## src/rtl/matrix_determinant_cofactor_macros.svh

```systemverilog
// ----------------------------------------------------------------------------
// matrix_determinant_cofactor assertion macros
// Shared concurrent assertion forms for the determinant block.
// ----------------------------------------------------------------------------
`ifndef MATRIX_DETERMINANT_COFACTOR_MACROS_SVH
`define MATRIX_DETERMINANT_COFACTOR_MACROS_SVH

// same-cycle implication
`define MDC_ASSERT_SAME(label, clk, rst_n, ante, cons, msg) \
    label: assert property (@(posedge clk) disable iff (!rst_n) (ante) |-> (cons)) \
        else $error(msg);

// next-cycle implication
`define MDC_ASSERT_NEXT(label, clk, rst_n, ante, cons, msg) \
    label: assert property (@(posedge clk) disable iff (!rst_n) (ante) |=> (cons)) \
        else $error(msg);

`endif

```

## src/rtl/mdc_pkg.sv

```systemverilog
// ----------------------------------------------------------------------------
// mdc_pkg
// Shared types and constants of the cofactor determinant block.
// ----------------------------------------------------------------------------
package mdc_pkg;

    localparam int MATRIX_SIZE_W     = 3;
    localparam int DET_W             = 64;
    localparam int LIMB_W            = 32;
    localparam logic [MATRIX_SIZE_W-1:0] MATRIX_SIZE_RESET = 3'd4;

    typedef struct packed {
        logic mat_we;
        logic rd_en;
        logic mul_en;
        logic neg;
        logic acc_clr;
        logic d_we;
        logic d_one;
        logic out_load;
    } t_dp_cmd;

endpackage

```

## src/rtl/mdc_datapath.sv

```systemverilog
// ----------------------------------------------------------------------------
// mdc_datapath
// Matrix store, minor store, limb-serial multiplier, accumulator and result
// register with 64-bit saturation.
// ----------------------------------------------------------------------------
module mdc_datapath #(
    parameter int MAX_SIZE   = 4,
    parameter int ELEM_WIDTH = 12
) (
    input  logic                                      i_clk,
    input  logic                                      i_rst_n,
    input  mdc_pkg::t_dp_cmd                          i_cmd,
    input  logic [((MAX_SIZE*MAX_SIZE > 1) ? $clog2(MAX_SIZE*MAX_SIZE) : 1)-1:0] i_mat_waddr,
    input  logic [((MAX_SIZE*MAX_SIZE > 1) ? $clog2(MAX_SIZE*MAX_SIZE) : 1)-1:0] i_mat_raddr,
    input  logic [MAX_SIZE-1:0]                       i_d_raddr,
    input  logic [MAX_SIZE-1:0]                       i_d_waddr,
    input  logic [(((MAX_SIZE*(ELEM_WIDTH+2)+1+31)/32 > 1) ?
                   $clog2((MAX_SIZE*(ELEM_WIDTH+2)+1+31)/32) : 1)-1:0] i_limb,
    input  logic signed [ELEM_WIDTH-1:0]              i_element_value,
    output logic signed [mdc_pkg::DET_W-1:0]          o_det_value,
    output logic                                      o_overflow
);

    localparam int DEPTH  = MAX_SIZE * MAX_SIZE;
    localparam int AW     = (DEPTH > 1) ? $clog2(DEPTH) : 1;
    localparam int LIMB_W = mdc_pkg::LIMB_W;
    localparam int ACC_W  = MAX_SIZE * (ELEM_WIDTH + 2) + 1;
    localparam int NLIMB  = (ACC_W + LIMB_W - 1) / LIMB_W;
    localparam int LW     = (NLIMB > 1) ? $clog2(NLIMB) : 1;
    localparam int PADW   = NLIMB * LIMB_W;
    localparam int PPW    = LIMB_W + ELEM_WIDTH + 2;
    localparam int XW     = (ACC_W > PPW) ? ACC_W : PPW;
    localparam int SHW    = LW + $clog2(LIMB_W);
    localparam int DW     = mdc_pkg::DET_W;
    localparam int EXT_W  = (ACC_W > DW) ? ACC_W : DW;

    logic signed [ELEM_WIDTH-1:0] r_mat [DEPTH];
    logic [ACC_W-1:0]             r_dmem [1 << MAX_SIZE];
    logic signed [ELEM_WIDTH-1:0] r_elem;
    logic [ACC_W-1:0]             r_dval;
    logic signed [PPW-1:0]        r_pp;
    logic [LW-1:0]                r_pp_limb;
    logic                         r_pp_vld;
    logic signed [ACC_W-1:0]      r_acc;
    logic signed [DW-1:0]         r_det;
    logic                         r_ovf;

    logic [PADW-1:0]              w_dpad;
    logic [LIMB_W-1:0]            w_limb [NLIMB];
    logic signed [LIMB_W:0]       w_mul_a;
    logic signed [ELEM_WIDTH:0]   w_elem_ext;
    logic signed [ELEM_WIDTH:0]   w_mul_b;
    logic signed [XW-1:0]         w_pp_ext;
    logic [SHW-1:0]               w_shamt;
    logic [XW-1:0]                w_term;
    logic signed [EXT_W-1:0]      w_acc_ext;
    logic [EXT_W-DW:0]            w_hi;
    logic                         w_ovf;
    logic signed [DW-1:0]         w_sat;

    // matrix store
    always_ff @(posedge i_clk) begin
        if (i_cmd.mat_we) begin
            r_mat[i_mat_waddr] <= i_element_value;
        end
        if (i_cmd.rd_en) begin
            r_elem <= r_mat[i_mat_raddr];
        end
    end

    // minor store, indexed by column set
    always_ff @(posedge i_clk) begin
        if (i_cmd.d_we) begin
            r_dmem[i_d_waddr] <= i_cmd.d_one ? ACC_W'(1) : r_acc;
        end
        if (i_cmd.rd_en) begin
            r_dval <= r_dmem[i_d_raddr];
        end
    end

    assign w_dpad = PADW'(r_dval);

    always_comb begin
        for (int i = 0; i < NLIMB; i++) begin
            w_limb[i] = w_dpad[i*LIMB_W +: LIMB_W];
        end
    end

    assign w_mul_a    = signed'({1'b0, w_limb[i_limb]});
    assign w_elem_ext = {r_elem[ELEM_WIDTH-1], r_elem};
    assign w_mul_b    = i_cmd.neg ? -w_elem_ext : w_elem_ext;

    always_ff @(posedge i_clk) begin
        if (!i_rst_n) begin
            r_pp_vld <= 1'b0;
        end else begin
            r_pp_vld <= i_cmd.mul_en;
        end
    end

    always_ff @(posedge i_clk) begin
        if (i_cmd.mul_en) begin
            r_pp      <= PPW'(w_mul_a) * PPW'(w_mul_b);
            r_pp_limb <= i_limb;
        end
    end

    assign w_pp_ext = XW'(r_pp);
    assign w_shamt  = SHW'(r_pp_limb) * SHW'(LIMB_W);
    assign w_term   = w_pp_ext << w_shamt;

    always_ff @(posedge i_clk) begin
        if (i_cmd.acc_clr) begin
            r_acc <= '0;
        end else if (r_pp_vld) begin
            r_acc <= r_acc + signed'(w_term[ACC_W-1:0]);
        end
    end

    assign w_acc_ext = EXT_W'(r_acc);
    assign w_hi      = w_acc_ext[EXT_W-1:DW-1];
    assign w_ovf     = !((&w_hi) || (~|w_hi));

    always_comb begin
        if (!w_ovf) begin
            w_sat = w_acc_ext[DW-1:0];
        end else if (w_acc_ext[EXT_W-1]) begin
            w_sat = {1'b1, {(DW-1){1'b0}}};
        end else begin
            w_sat = {1'b0, {(DW-1){1'b1}}};
        end
    end

    always_ff @(posedge i_clk) begin
        if (i_cmd.out_load) begin
            r_det <= w_sat;
            r_ovf <= w_ovf;
        end
    end

    assign o_det_value = r_det;
    assign o_overflow  = r_ovf;

endmodule

```

## src/rtl/mdc_ctrl.sv

```systemverilog
// ----------------------------------------------------------------------------
// mdc_ctrl
// Load counter and expansion sequencer: walks the column sets in increasing
// order and issues one limb multiply per cycle for every cofactor term.
// ----------------------------------------------------------------------------
module mdc_ctrl #(
    parameter int MAX_SIZE   = 4,
    parameter int ELEM_WIDTH = 12
) (
    input  logic                                      i_clk,
    input  logic                                      i_rst_n,
    input  logic                                      i_cfg_wr_en,
    input  logic [mdc_pkg::MATRIX_SIZE_W-1:0]         i_cfg_wr_data,
    input  logic                                      i_valid,
    output logic                                      o_stall,
    output logic                                      o_valid,
    input  logic                                      i_stall,
    output mdc_pkg::t_dp_cmd                          o_cmd,
    output logic [((MAX_SIZE*MAX_SIZE > 1) ? $clog2(MAX_SIZE*MAX_SIZE) : 1)-1:0] o_mat_waddr,
    output logic [((MAX_SIZE*MAX_SIZE > 1) ? $clog2(MAX_SIZE*MAX_SIZE) : 1)-1:0] o_mat_raddr,
    output logic [MAX_SIZE-1:0]                       o_d_raddr,
    output logic [MAX_SIZE-1:0]                       o_d_waddr,
    output logic [(((MAX_SIZE*(ELEM_WIDTH+2)+1+31)/32 > 1) ?
                   $clog2((MAX_SIZE*(ELEM_WIDTH+2)+1+31)/32) : 1)-1:0] o_limb
);

    localparam int DEPTH = MAX_SIZE * MAX_SIZE;
    localparam int AW    = (DEPTH > 1) ? $clog2(DEPTH) : 1;
    localparam int CW    = $clog2(DEPTH + 1);
    localparam int NW    = $clog2(MAX_SIZE + 1);
    localparam int COLW  = (MAX_SIZE > 1) ? $clog2(MAX_SIZE) : 1;
    localparam int SW    = mdc_pkg::MATRIX_SIZE_W;
    localparam int ACC_W = MAX_SIZE * (ELEM_WIDTH + 2) + 1;
    localparam int NLIMB = (ACC_W + mdc_pkg::LIMB_W - 1) / mdc_pkg::LIMB_W;
    localparam int LW    = (NLIMB > 1) ? $clog2(NLIMB) : 1;

    localparam logic [2:0] ST_LOAD  = 3'd0;
    localparam logic [2:0] ST_INIT  = 3'd1;
    localparam logic [2:0] ST_START = 3'd2;
    localparam logic [2:0] ST_MUL   = 3'd3;
    localparam logic [2:0] ST_ADD   = 3'd4;
    localparam logic [2:0] ST_WRITE = 3'd5;

    logic [2:0]          r_state,     n_state;
    logic [SW-1:0]       r_size,      n_size;
    logic [CW-1:0]       r_cnt,       n_cnt;
    logic [MAX_SIZE-1:0] r_mask,      n_mask;
    logic [MAX_SIZE-1:0] r_rem,       n_rem;
    logic                r_neg,       n_neg;
    logic [LW-1:0]       r_limb,      n_limb;
    logic                r_out_valid, n_out_valid;

    logic [NW-1:0]       w_n;
    logic [CW-1:0]       w_total;
    logic [MAX_SIZE-1:0] w_full;
    logic [NW-1:0]       w_pop;
    logic [NW-1:0]       w_row;
    logic [COLW-1:0]     w_col;
    logic [MAX_SIZE-1:0] w_bit;
    logic [CW-1:0]       w_raddr;
    logic                w_accept;
    mdc_pkg::t_dp_cmd    w_cmd;

    always_comb begin
        if (r_size == '0) begin
            w_n = NW'(1);
        end else if (r_size > SW'(MAX_SIZE)) begin
            w_n = NW'(MAX_SIZE);
        end else begin
            w_n = NW'(r_size);
        end
    end

    assign w_total = CW'(w_n) * CW'(w_n);
    assign w_full  = ~({MAX_SIZE{1'b1}} << w_n);

    always_comb begin
        w_pop = '0;
        for (int i = 0; i < MAX_SIZE; i++) begin
            w_pop = w_pop + NW'(r_mask[i]);
        end
    end

    always_comb begin
        w_col = '0;
        for (int i = MAX_SIZE - 1; i >= 0; i--) begin
            if (r_rem[i]) begin
                w_col = COLW'(i);
            end
        end
    end

    assign w_row    = w_n - w_pop;
    assign w_bit    = MAX_SIZE'(1) << w_col;
    assign w_raddr  = CW'(w_row) * CW'(w_n) + CW'(w_col);
    assign w_accept = i_valid && (r_state == ST_LOAD);

    always_comb begin
        n_state     = r_state;
        n_size      = r_size;
        n_cnt       = r_cnt;
        n_mask      = r_mask;
        n_rem       = r_rem;
        n_neg       = r_neg;
        n_limb      = r_limb;
        w_cmd       = '0;
        w_cmd.neg   = r_neg;

        unique case (r_state)
            ST_LOAD: begin
                if (w_accept) begin
                    w_cmd.mat_we = 1'b1;
                    if (r_cnt == w_total - CW'(1)) begin
                        n_cnt   = '0;
                        n_mask  = '0;
                        n_state = ST_INIT;
                    end else begin
                        n_cnt = r_cnt + CW'(1);
                    end
                end
            end
            ST_INIT: begin
                w_cmd.d_we  = 1'b1;
                w_cmd.d_one = 1'b1;
                n_mask      = MAX_SIZE'(1);
                n_rem       = MAX_SIZE'(1);
                n_state     = ST_START;
            end
            ST_START: begin
                w_cmd.acc_clr = 1'b1;
                w_cmd.rd_en   = 1'b1;
                n_rem         = r_rem & ~w_bit;
                n_neg         = 1'b0;
                n_limb        = '0;
                n_state       = ST_MUL;
            end
            ST_MUL: begin
                w_cmd.mul_en = 1'b1;
                if (r_limb == LW'(NLIMB - 1)) begin
                    if (r_rem != '0) begin
                        w_cmd.rd_en = 1'b1;
                        n_rem       = r_rem & ~w_bit;
                        n_neg       = ~r_neg;
                        n_limb      = '0;
                    end else begin
                        n_state = ST_ADD;
                    end
                end else begin
                    n_limb = r_limb + LW'(1);
                end
            end
            ST_ADD: begin
                n_state = ST_WRITE;
            end
            ST_WRITE: begin
                w_cmd.d_we = 1'b1;
                if (r_mask == w_full) begin
                    if (!r_out_valid || !i_stall) begin
                        w_cmd.out_load = 1'b1;
                        n_state        = ST_LOAD;
                    end
                end else begin
                    n_mask  = r_mask + MAX_SIZE'(1);
                    n_rem   = r_mask + MAX_SIZE'(1);
                    n_state = ST_START;
                end
            end
            default: begin
                n_state = ST_LOAD;
            end
        endcase

        if (i_cfg_wr_en) begin
            n_size = i_cfg_wr_data;
            n_cnt  = '0;
        end

        n_out_valid = r_out_valid && i_stall;
        if (w_cmd.out_load) begin
            n_out_valid = 1'b1;
        end
    end

    always_ff @(posedge i_clk) begin
        if (!i_rst_n) begin
            r_state     <= ST_LOAD;
            r_size      <= mdc_pkg::MATRIX_SIZE_RESET;
            r_cnt       <= '0;
            r_mask      <= '0;
            r_rem       <= '0;
            r_neg       <= 1'b0;
            r_limb      <= '0;
            r_out_valid <= 1'b0;
        end else begin
            r_state     <= n_state;
            r_size      <= n_size;
            r_cnt       <= n_cnt;
            r_mask      <= n_mask;
            r_rem       <= n_rem;
            r_neg       <= n_neg;
            r_limb      <= n_limb;
            r_out_valid <= n_out_valid;
        end
    end

    assign o_stall     = (r_state != ST_LOAD);
    assign o_valid     = r_out_valid;
    assign o_cmd       = w_cmd;
    assign o_mat_waddr = r_cnt[AW-1:0];
    assign o_mat_raddr = w_raddr[AW-1:0];
    assign o_d_raddr   = r_mask & ~w_bit;
    assign o_d_waddr   = r_mask;
    assign o_limb      = r_limb;

endmodule

```

## src/rtl/matrix_determinant_cofactor.sv

```systemverilog
// ----------------------------------------------------------------------------
// matrix_determinant_cofactor
// Loads an n-by-n matrix one element per item, then emits its determinant.
// Load: one item per cycle; the item completing the matrix starts the expansion.
// Expansion: walks the column sets, multiplying by the 32-bit limbs of the
// accumulator (2 by default) on the single shared limb multiplier.
// Input is stalled during the expansion.
// Synchronous active-low reset: size 4, load count cleared, no result pending.
// ----------------------------------------------------------------------------
`include "matrix_determinant_cofactor_macros.svh"

module matrix_determinant_cofactor #(
    parameter int MAX_SIZE   = 4,
    parameter int ELEM_WIDTH = 12
) (
    input  logic                                 i_clk,
    input  logic                                 i_rst_n,
    input  logic                                 i_cfg_wr_en,
    input  logic [mdc_pkg::MATRIX_SIZE_W-1:0]    i_cfg_wr_data,
    input  logic                                 i_valid,
    output logic                                 o_stall,
    input  logic signed [ELEM_WIDTH-1:0]         i_element_value,
    output logic                                 o_valid,
    input  logic                                 i_stall,
    output logic signed [mdc_pkg::DET_W-1:0]     o_det_value,
    output logic                                 o_overflow
);

    localparam int DEPTH = MAX_SIZE * MAX_SIZE;
    localparam int AW    = (DEPTH > 1) ? $clog2(DEPTH) : 1;
    localparam int ACC_W = MAX_SIZE * (ELEM_WIDTH + 2) + 1;
    localparam int NLIMB = (ACC_W + mdc_pkg::LIMB_W - 1) / mdc_pkg::LIMB_W;
    localparam int LW    = (NLIMB > 1) ? $clog2(NLIMB) : 1;

    mdc_pkg::t_dp_cmd    w_cmd;
    logic [AW-1:0]       w_mat_waddr;
    logic [AW-1:0]       w_mat_raddr;
    logic [MAX_SIZE-1:0] w_d_raddr;
    logic [MAX_SIZE-1:0] w_d_waddr;
    logic [LW-1:0]       w_limb;

    mdc_ctrl #(
        .MAX_SIZE   (MAX_SIZE),
        .ELEM_WIDTH (ELEM_WIDTH)
    ) u_ctrl (
        .i_clk         (i_clk),
        .i_rst_n       (i_rst_n),
        .i_cfg_wr_en   (i_cfg_wr_en),
        .i_cfg_wr_data (i_cfg_wr_data),
        .i_valid       (i_valid),
        .o_stall       (o_stall),
        .o_valid       (o_valid),
        .i_stall       (i_stall),
        .o_cmd         (w_cmd),
        .o_mat_waddr   (w_mat_waddr),
        .o_mat_raddr   (w_mat_raddr),
        .o_d_raddr     (w_d_raddr),
        .o_d_waddr     (w_d_waddr),
        .o_limb        (w_limb)
    );

    mdc_datapath #(
        .MAX_SIZE   (MAX_SIZE),
        .ELEM_WIDTH (ELEM_WIDTH)
    ) u_datapath (
        .i_clk           (i_clk),
        .i_rst_n         (i_rst_n),
        .i_cmd           (w_cmd),
        .i_mat_waddr     (w_mat_waddr),
        .i_mat_raddr     (w_mat_raddr),
        .i_d_raddr       (w_d_raddr),
        .i_d_waddr       (w_d_waddr),
        .i_limb          (w_limb),
        .i_element_value (i_element_value),
        .o_det_value     (o_det_value),
        .o_overflow      (o_overflow)
    );

    `MDC_ASSERT_SAME(a_no_load_while_busy, i_clk, i_rst_n, w_cmd.mul_en, o_stall, "multiply while input open")
    `MDC_ASSERT_SAME(a_no_result_overwrite, i_clk, i_rst_n, w_cmd.out_load, !(o_valid && i_stall), "pending result overwritten")
    `MDC_ASSERT_NEXT(a_result_shown, i_clk, i_rst_n, w_cmd.out_load, o_valid, "loaded result not valid")
    `MDC_ASSERT_SAME(a_no_minor_rw_clash, i_clk, i_rst_n, w_cmd.d_we, !w_cmd.rd_en, "minor store read during write")

endmodule
```

## config.mk

```make
export PLATFORM = sky130hd
export DESIGN_NAME = matrix_determinant_cofactor
export DESIGN_NICKNAME = d
export VERILOG_FILES = /design/src/rtl/mdc_pkg.sv /design/src/rtl/mdc_datapath.sv /design/src/rtl/mdc_ctrl.sv /design/src/rtl/matrix_determinant_cofactor.sv
export VERILOG_INCLUDE_DIRS = /design/src /design/src/rtl
export SDC_FILE = /design/constraint.sdc
export NUM_CORES = 2
export LEC_CHECK = 0
export ABC_AREA = 1
export BUFFER_PORTS_ARGS = -buffer_cell sky130_fd_sc_hd__buf_2
export CORE_MARGIN = 1
export CORE_UTILIZATION = 45
export DETAILED_ROUTE_END_ITERATION = 12
export MAX_ROUTING_LAYER = met4
export PLACE_DENSITY_LB_ADDON = 0.15
export RECOVER_POWER = 50
export SKIP_LAST_GASP = 1
export SYNTH_ARGS = -nofsm -noshare
export SYNTH_HDL_FRONTEND = slang
export SYNTH_SLANG_ARGS = --single-unit
```

## constraint.sdc

```tcl
create_clock -name i_clk -period 8.08 [get_ports i_clk]
set_clock_uncertainty 0.1 [all_clocks]
set_input_delay 1.616 -clock i_clk [delete_from_list [all_inputs] [get_ports i_clk]]
set_output_delay 1.616 -clock i_clk [all_outputs]
set_load 0.005 [all_outputs]
```

[Yosys cells after proc, flatten, opt, wreduce, memory -nomap -nowiden]
Memory sizes are Yosys's and may differ from the RTL's. A register that Yosys moved wholly into a read port is not among the register bits.
Cells that the tools add are included.
Cells by class
  add/sub/neg operators: 11
  multiply operators: 3
  magnitude comparators: 2
  equality and inequality tests: 14
  shifts and indexed selects: 3
  mux-type cells: 49
  bitwise logic cells: 7
  reductions and logical operators: 19
Operator list (number)
  $mux 32: 3
  $add 57x57->57: 1
  $mux 57: 1
  $shl 57x6->57: 1
  $mul 33x13->46: 1
  $mux 3: 8
  $mux 1: 20
  $mux 4: 5
  $pmux 3 s6: 1
  $pmux 4 s4: 1
  $mux 13: 1
  $neg 12->13: 1
  $pmux 4 s3: 1
  $and 4x4->4: 2
  $mux 2: 4
  $not 4->4: 2
  $reduce_and 4->1: 2
  $reduce_bool 4->1: 2
  $add 3x1->3: 2
  $eq 3x2->1 const B: 2
  $eq 3x3->1 const B: 2
  $logic_not 3->1: 2
  $ne 2x1->1 const B: 3
  $ne 2x2->1 const B: 3
  30 further kinds: 37
Storage, ports and cells
  flip-flop bits (word level): 184
  bits in writable memories: 1104
  bits of input ports: 20
  memories kept: 2
Memories
  u_datapath.r_dmem: depth 16, width 57, read ports 1, clocked after memory_dff 1, write ports 1, RTL line mdc_datapath.sv:38  | logic [ACC_W-1:0] r_dmem [1 << MAX_SIZE];
  u_datapath.r_mat: depth 16, width 12, read ports 1, clocked after memory_dff 1, write ports 1, RTL line mdc_datapath.sv:37  | logic signed [ELEM_WIDTH-1:0] r_mat [DEPTH];

[Logic depth before layout (Yosys ltp)]
  word-level depth: 10
  gate-level depth with buffers: 33
  depth with buffers taken out: 32

[Cells and area by module]
A second synthesis with hierarchy kept.
Unflattened totals
  cells, all modules: 6845
  area, all modules: 73229.0 um^2
By module, submodules not included
  mdc_datapath: instances 1, cells each 6580, area an instance 71376.0 um^2, seq. area each 39507.9 um^2
  mdc_ctrl: instances 1, cells each 265, area an instance 1853.0 um^2, seq. area each 440.4 um^2

[Worst setup path before layout]
OpenSTA, ideal clock, no wires.
  path kind: flip-flop to flip-flop
  start: register u_datapath.r_elem[0] (read register of u_datapath.r_mat)
  end: register u_datapath.r_pp[27] (data pin)
  setup time: 0.258 ns
  arrival: 6.364 ns
  slack: 1.358 ns
  stages on the path, launching flop included: 30
  path through: edfxtp_1 > inv_1 > clkbuf_1 > ha_1 > inv_1 > nor2_1 > nand2_1 > nor3_2 > o21ai_0 > nand2_1 > clkbuf_1 > nand2_1 > fa_1 > fa_1 > inv_1 > fa_1 > fa_1 > fa_1 > inv_1 > fa_1 > inv_1 > ha_1 > a21oi_1 > nor2_1 > nor2_1 > nand3_1 > a21oi_1 > inv_1 > a21oi_1 > xnor2_1
Between the ends
  longest elaborated chain between the ends: 3
Ends and longest elaborated chain
  start, declared: RTL line mdc_datapath.sv:39  | logic signed [ELEM_WIDTH-1:0] r_elem;
  $neg 12->13: RTL line mdc_datapath.sv:91  | assign w_mul_b = i_cmd.neg ? -w_elem_ext : w_elem_ext;
  $mux 13 (*): RTL line mdc_datapath.sv:91
  $mul 33x13->46 (*): RTL line mdc_datapath.sv:103  | r_pp <= PPW'(w_mul_a) * PPW'(w_mul_b);
  end signal, assigned: RTL line mdc_datapath.sv:103
  end, declared: RTL line mdc_datapath.sv:41  | logic signed [PPW-1:0] r_pp;
Every way passes the cells marked *; elsewhere a longest branch is shown, timed or not.
A chain may end at the register's enable or synchronous reset.

[Worst setup path after layout]
  start: register u_datapath.r_elem[0] (read register of u_datapath.r_mat)
  end: register u_datapath.r_pp[39] (data pin)
The elaborated chain is that of the path after synthesis.

==> impl_metrics.json <==
{
  "seqPwrFrac_pct": 26.3,
  "cts_root_buffer": "clkbuf_16",
  "gp_congestion": 0.9873,
  "period_needed_ns": 7.574,
  "vias": 51870,
  "clk_pin_slew_ns": 0.06,
  "drt_iter0_markers": 4536,
  "switching_share_pct": 46.68,
  "synth-seq-cells": 1357,
  "syn_area_sq_mm": 0.07333,
  "antenna_found_initial": 12,
  "rr_worst_depth": 27,
  "synth_top_area_cell": "edfxtp_1",
  "drtAntennaViolNets": 0,
  "clockBufferDepth": 3,
  "drv_slew": 523,
  "synth_edf_count": 1277,
  "numCtsBuffers": 149,
  "cts_sinks": 1357,
  "hpwl_mm": 156.6,
  "grt_pass1_vias": 49540,
  "internal_power_mw": 20.10,
  "cts_setup_buffers": 0,
  "p_clk_share_pct": 17.9,
  "r2r_setup_slack_ns": 0.51,
  "r2r-end": "u_datapath.r_pp[39]$_DFFE_PP_",
  "syn_to_final_growth_pct": 10.43,
  "wl_mm": 231.0,
  "ys_types": 44,
  "synth.top_cell.area_share_pct": 52.29,
  "path_depth": 27,
  "core-area_sq_mm": 0.1611,
  "ys_async_sr_fraction_pct": 0,
  "p_leak_nw": 34.55,
  "power_switching_mw": 17.60,
  "timing.final.hold_violations": 0,
  "p_total_mw": 37.69,
  "io_buffers": 85,
  "cp_slowest_stage_delay_ns": 0.66,
  "crit_fanout": 24,
  "layout.nets": 7858,
  "stdcell_count": 9572,
  "drtPass1Iterations": 8,
  "dieWidth_um": 405.7,
  "cts_htree_levels": 4,
  "criticalPathCategory": "register to register",
  "crit_path_start": "u_datapath.r_elem[0]$_DFFE_PP_",
  "status": "finished with violations",
  "cpMaxStageDelayCell": "nor4_1",
  "dp.cells": 9297,
  "critPathBufInv": 6,
  "boundaryPins": 87,
  "std_cell_rows": 147,
  "hold_buffers": 0,
  "rsz0062_at_grt": "no",
  "cp-end-kind": "register",
  "syn_inst": 7242,
  "grt_overflow_total": 0,
  "track_usage_pct": 29.07,
  "combPwrFrac_pct": 55.8,
  "grt_start_max_net_pins": 173,
  "ys_warn_count": 0,
  "critPathRequiredTime_ns": 8.61,
  "die_area_sq_mm": 0.1646,
  "drc": 0,
  "vdd_ir_drop_max_mv": 0.8636,
  "critPathCapture": "u_datapath.r_pp[39]$_DFFE_PP_",
  "wire_per_inst_um": 24.13,
  "synth_area_per_cell_sq_um": 10.13,
  "avgViaCountPerCell": 5.419,
  "reg2reg_from": "u_datapath.r_elem[0]$_DFFE_PP_",
  "post-route-period-util_pct": 93.73,
  "synthTopCellsByArea": "edfxtp_1, fa_1, nand2_1, inv_1, o211ai_1",
  "max_freq_ghz": 0.1320,
  "clk_latency_ns": 0.81,
  "drv_cap": 20,
  "start_util_pct": 45.51,
  "layout-drive-gt1-share_pct": 5.766,
  "power.density_mw_per_mm2": 465.4,
  "finalSetupViolations": 0,
  "nFillCells": 14900,
  "ys_seq_area_share_pct": 54.48,
  "holdWs_ns": 0.3997,
  "tightest_slew_ns": 3.463,
  "grt_pass1_wl_mm": 336.8,
  "die_h_um": 405.7,
  "cts_tree": "yes",
  "critical_path.top_delay_family": "adder cells",
  "min_path_type": "register to register",
  "post_cts_resized": 0,
  "slew_headroom_pct": -131.7,
  "cp-start-kind": "register",
  "violations": "capacitance limit, slew limit",
  "cp.arrival_ns": 8.10,
  "ys.flop_type": "edfxtp_1",
  "tns_ns": 0
}
cell usage after synthesis (4+ instances only):
library cell  instances
clkinv_1             11
xnor2_1              17
o21ai_1              11
a21oi_1             163
nor2_2                4
nor4_1                8
a31oi_1              26
or2_2                11
buf_6                 7
xor2_1               56
inv_2                 4
dfxtp_1              80
fa_1                336
clkbuf_1            180
nand2_1            1507
a21o_1               10
nor3_1               27
nand3_1             402
o21bai_1             17
o32ai_1              48
inv_1              1238
o21ai_2               4
nand4_1              20
buf_1                20
edfxtp_1           1277
o211ai_1            441
buf_2               103
o21ai_0             279
nor2_1              690
buf_4                 9
ha_1                214
registers in the layout, summed over array words and instances (netlist names):
name / cells
u_ctrl.r_size: 3
u_datapath.r_mat: 192
u_datapath.o_det_value: 57
u_datapath.r_acc: 57
u_datapath.r_elem: 12
u_ctrl.o_d_waddr: 4
u_datapath.r_pp: 46
u_datapath.r_dmem: 912
u_ctrl.r_rem: 4
u_ctrl.o_limb: 1
u_ctrl.r_neg: 1
u_datapath.r_pp_vld: 1
u_ctrl.o_valid: 1
u_datapath.r_dval: 57
u_ctrl.r_state: 3
u_ctrl.r_cnt: 5
u_datapath.r_pp_limb: 1
how the worst min path moves through the flow:
stage                                       start                        endpoint  slack (ns)  cells past startpoint
finish                  u_ctrl.o_valid$_SDFF_PN0_       u_ctrl.o_valid$_SDFF_PN0_        0.40                      2
global route        u_ctrl.r_size[0]$_SDFFE_PN0P_   u_ctrl.r_size[0]$_SDFFE_PN0P_        0.43                      2
CTS                     u_ctrl.o_valid$_SDFF_PN0_       u_ctrl.o_valid$_SDFF_PN0_        0.40                      2
detailed placement      u_ctrl.o_valid$_SDFF_PN0_       u_ctrl.o_valid$_SDFF_PN0_        0.39                      2
global placement        u_ctrl.o_valid$_SDFF_PN0_       u_ctrl.o_valid$_SDFF_PN0_        0.39                      2
floorplan              u_ctrl.o_limb$_SDFFE_PN0P_  u_datapath.r_pp_limb$_DFFE_PP_        0.33                      0
layer usage:
metal  part of all wire [%]  global-route usage [%]
met1                     44                   40.20
met2                     45                   43.81
met3                    6.9                   4.533
met4                    3.5                   9.745
met5                      0                       -
power groups by stage:
stage | clock (mW) | sequential (mW) | combinational [mW]
floorplan | 0 | 9.64 | 13.9
global placement | 0 | 10.0 | 21.1
detailed placement | 0 | 10.0 | 21.0
CTS | 6.86 | 9.89 | 21.1
global route | 7.12 | 9.91 | 23.3
finish | 6.75 | 9.91 | 21.0
area by class of cell:
class | count | area, sq um | area share [%]
timing repair buffer | 213 | 1355 | 1.673
inverter | 1253 | 4715 | 5.822
sequential | 1357 | 39950 | 49.34
antenna | 6 | 15.01 | 0.01854
multi-input combinational | 4314 | 27390 | 33.83
clock inverter | 74 | 842.1 | 1.040
tap | 2160 | 2703 | 3.337
clock buffer | 195 | 4004 | 4.944
tightest hold or removal path: stages (launching register included):
cell and delay (ns):
dfxtp_1 0.31, nand2_1 0.08, a21oi_1 0.06
kinds of logic after synthesis:
logic type	count (synthesis)	synth area share, %
AO/OA/AOI/OAI	1007	8.813
XOR/XNOR	73	0.8719
adder cells (fa/ha/maj)	550	12.82
buffers and inverters	1572	8.340
flip-flops	1357	54.48
other	1	0.005114
AND/OR/NAND/NOR	2682	14.67
metrics by stage:
step                      setup slack [ns]  util, %  instance area, sq um
after global routing                0.2850    50.25                 80970
after floorplan                      1.358        -                 73340
after detailed placement            0.5294    47.38                 76340
final                               0.5062    50.26                 80980
after global placement              0.5037    47.38                 76340
after CTS                           0.5231    50.39                 81180
layout by cell type, fill, tap and decap left out, types with 11 or more instances in the layout:
cell       count
buf_4         98
edfxtp_1    1277
clkinv_2      16
or2_2         11
nand3_1      402
inv_1       1236
nand2_1     1508
clkbuf_16    151
fa_1         336
xor2_1        54
buf_2         72
o211ai_1     441
clkbuf_1      75
clkinv_1      40
o21ai_0      273
a31oi_1       26
nor3_1        27
o32ai_1       48
a21oi_1      162
dfxtp_1       79
ha_1         212
o21bai_1      17
nand4_1       20
nor2_1       682
o21ai_1       14
xnor2_1       16
(Power assumes the default switching activity.)
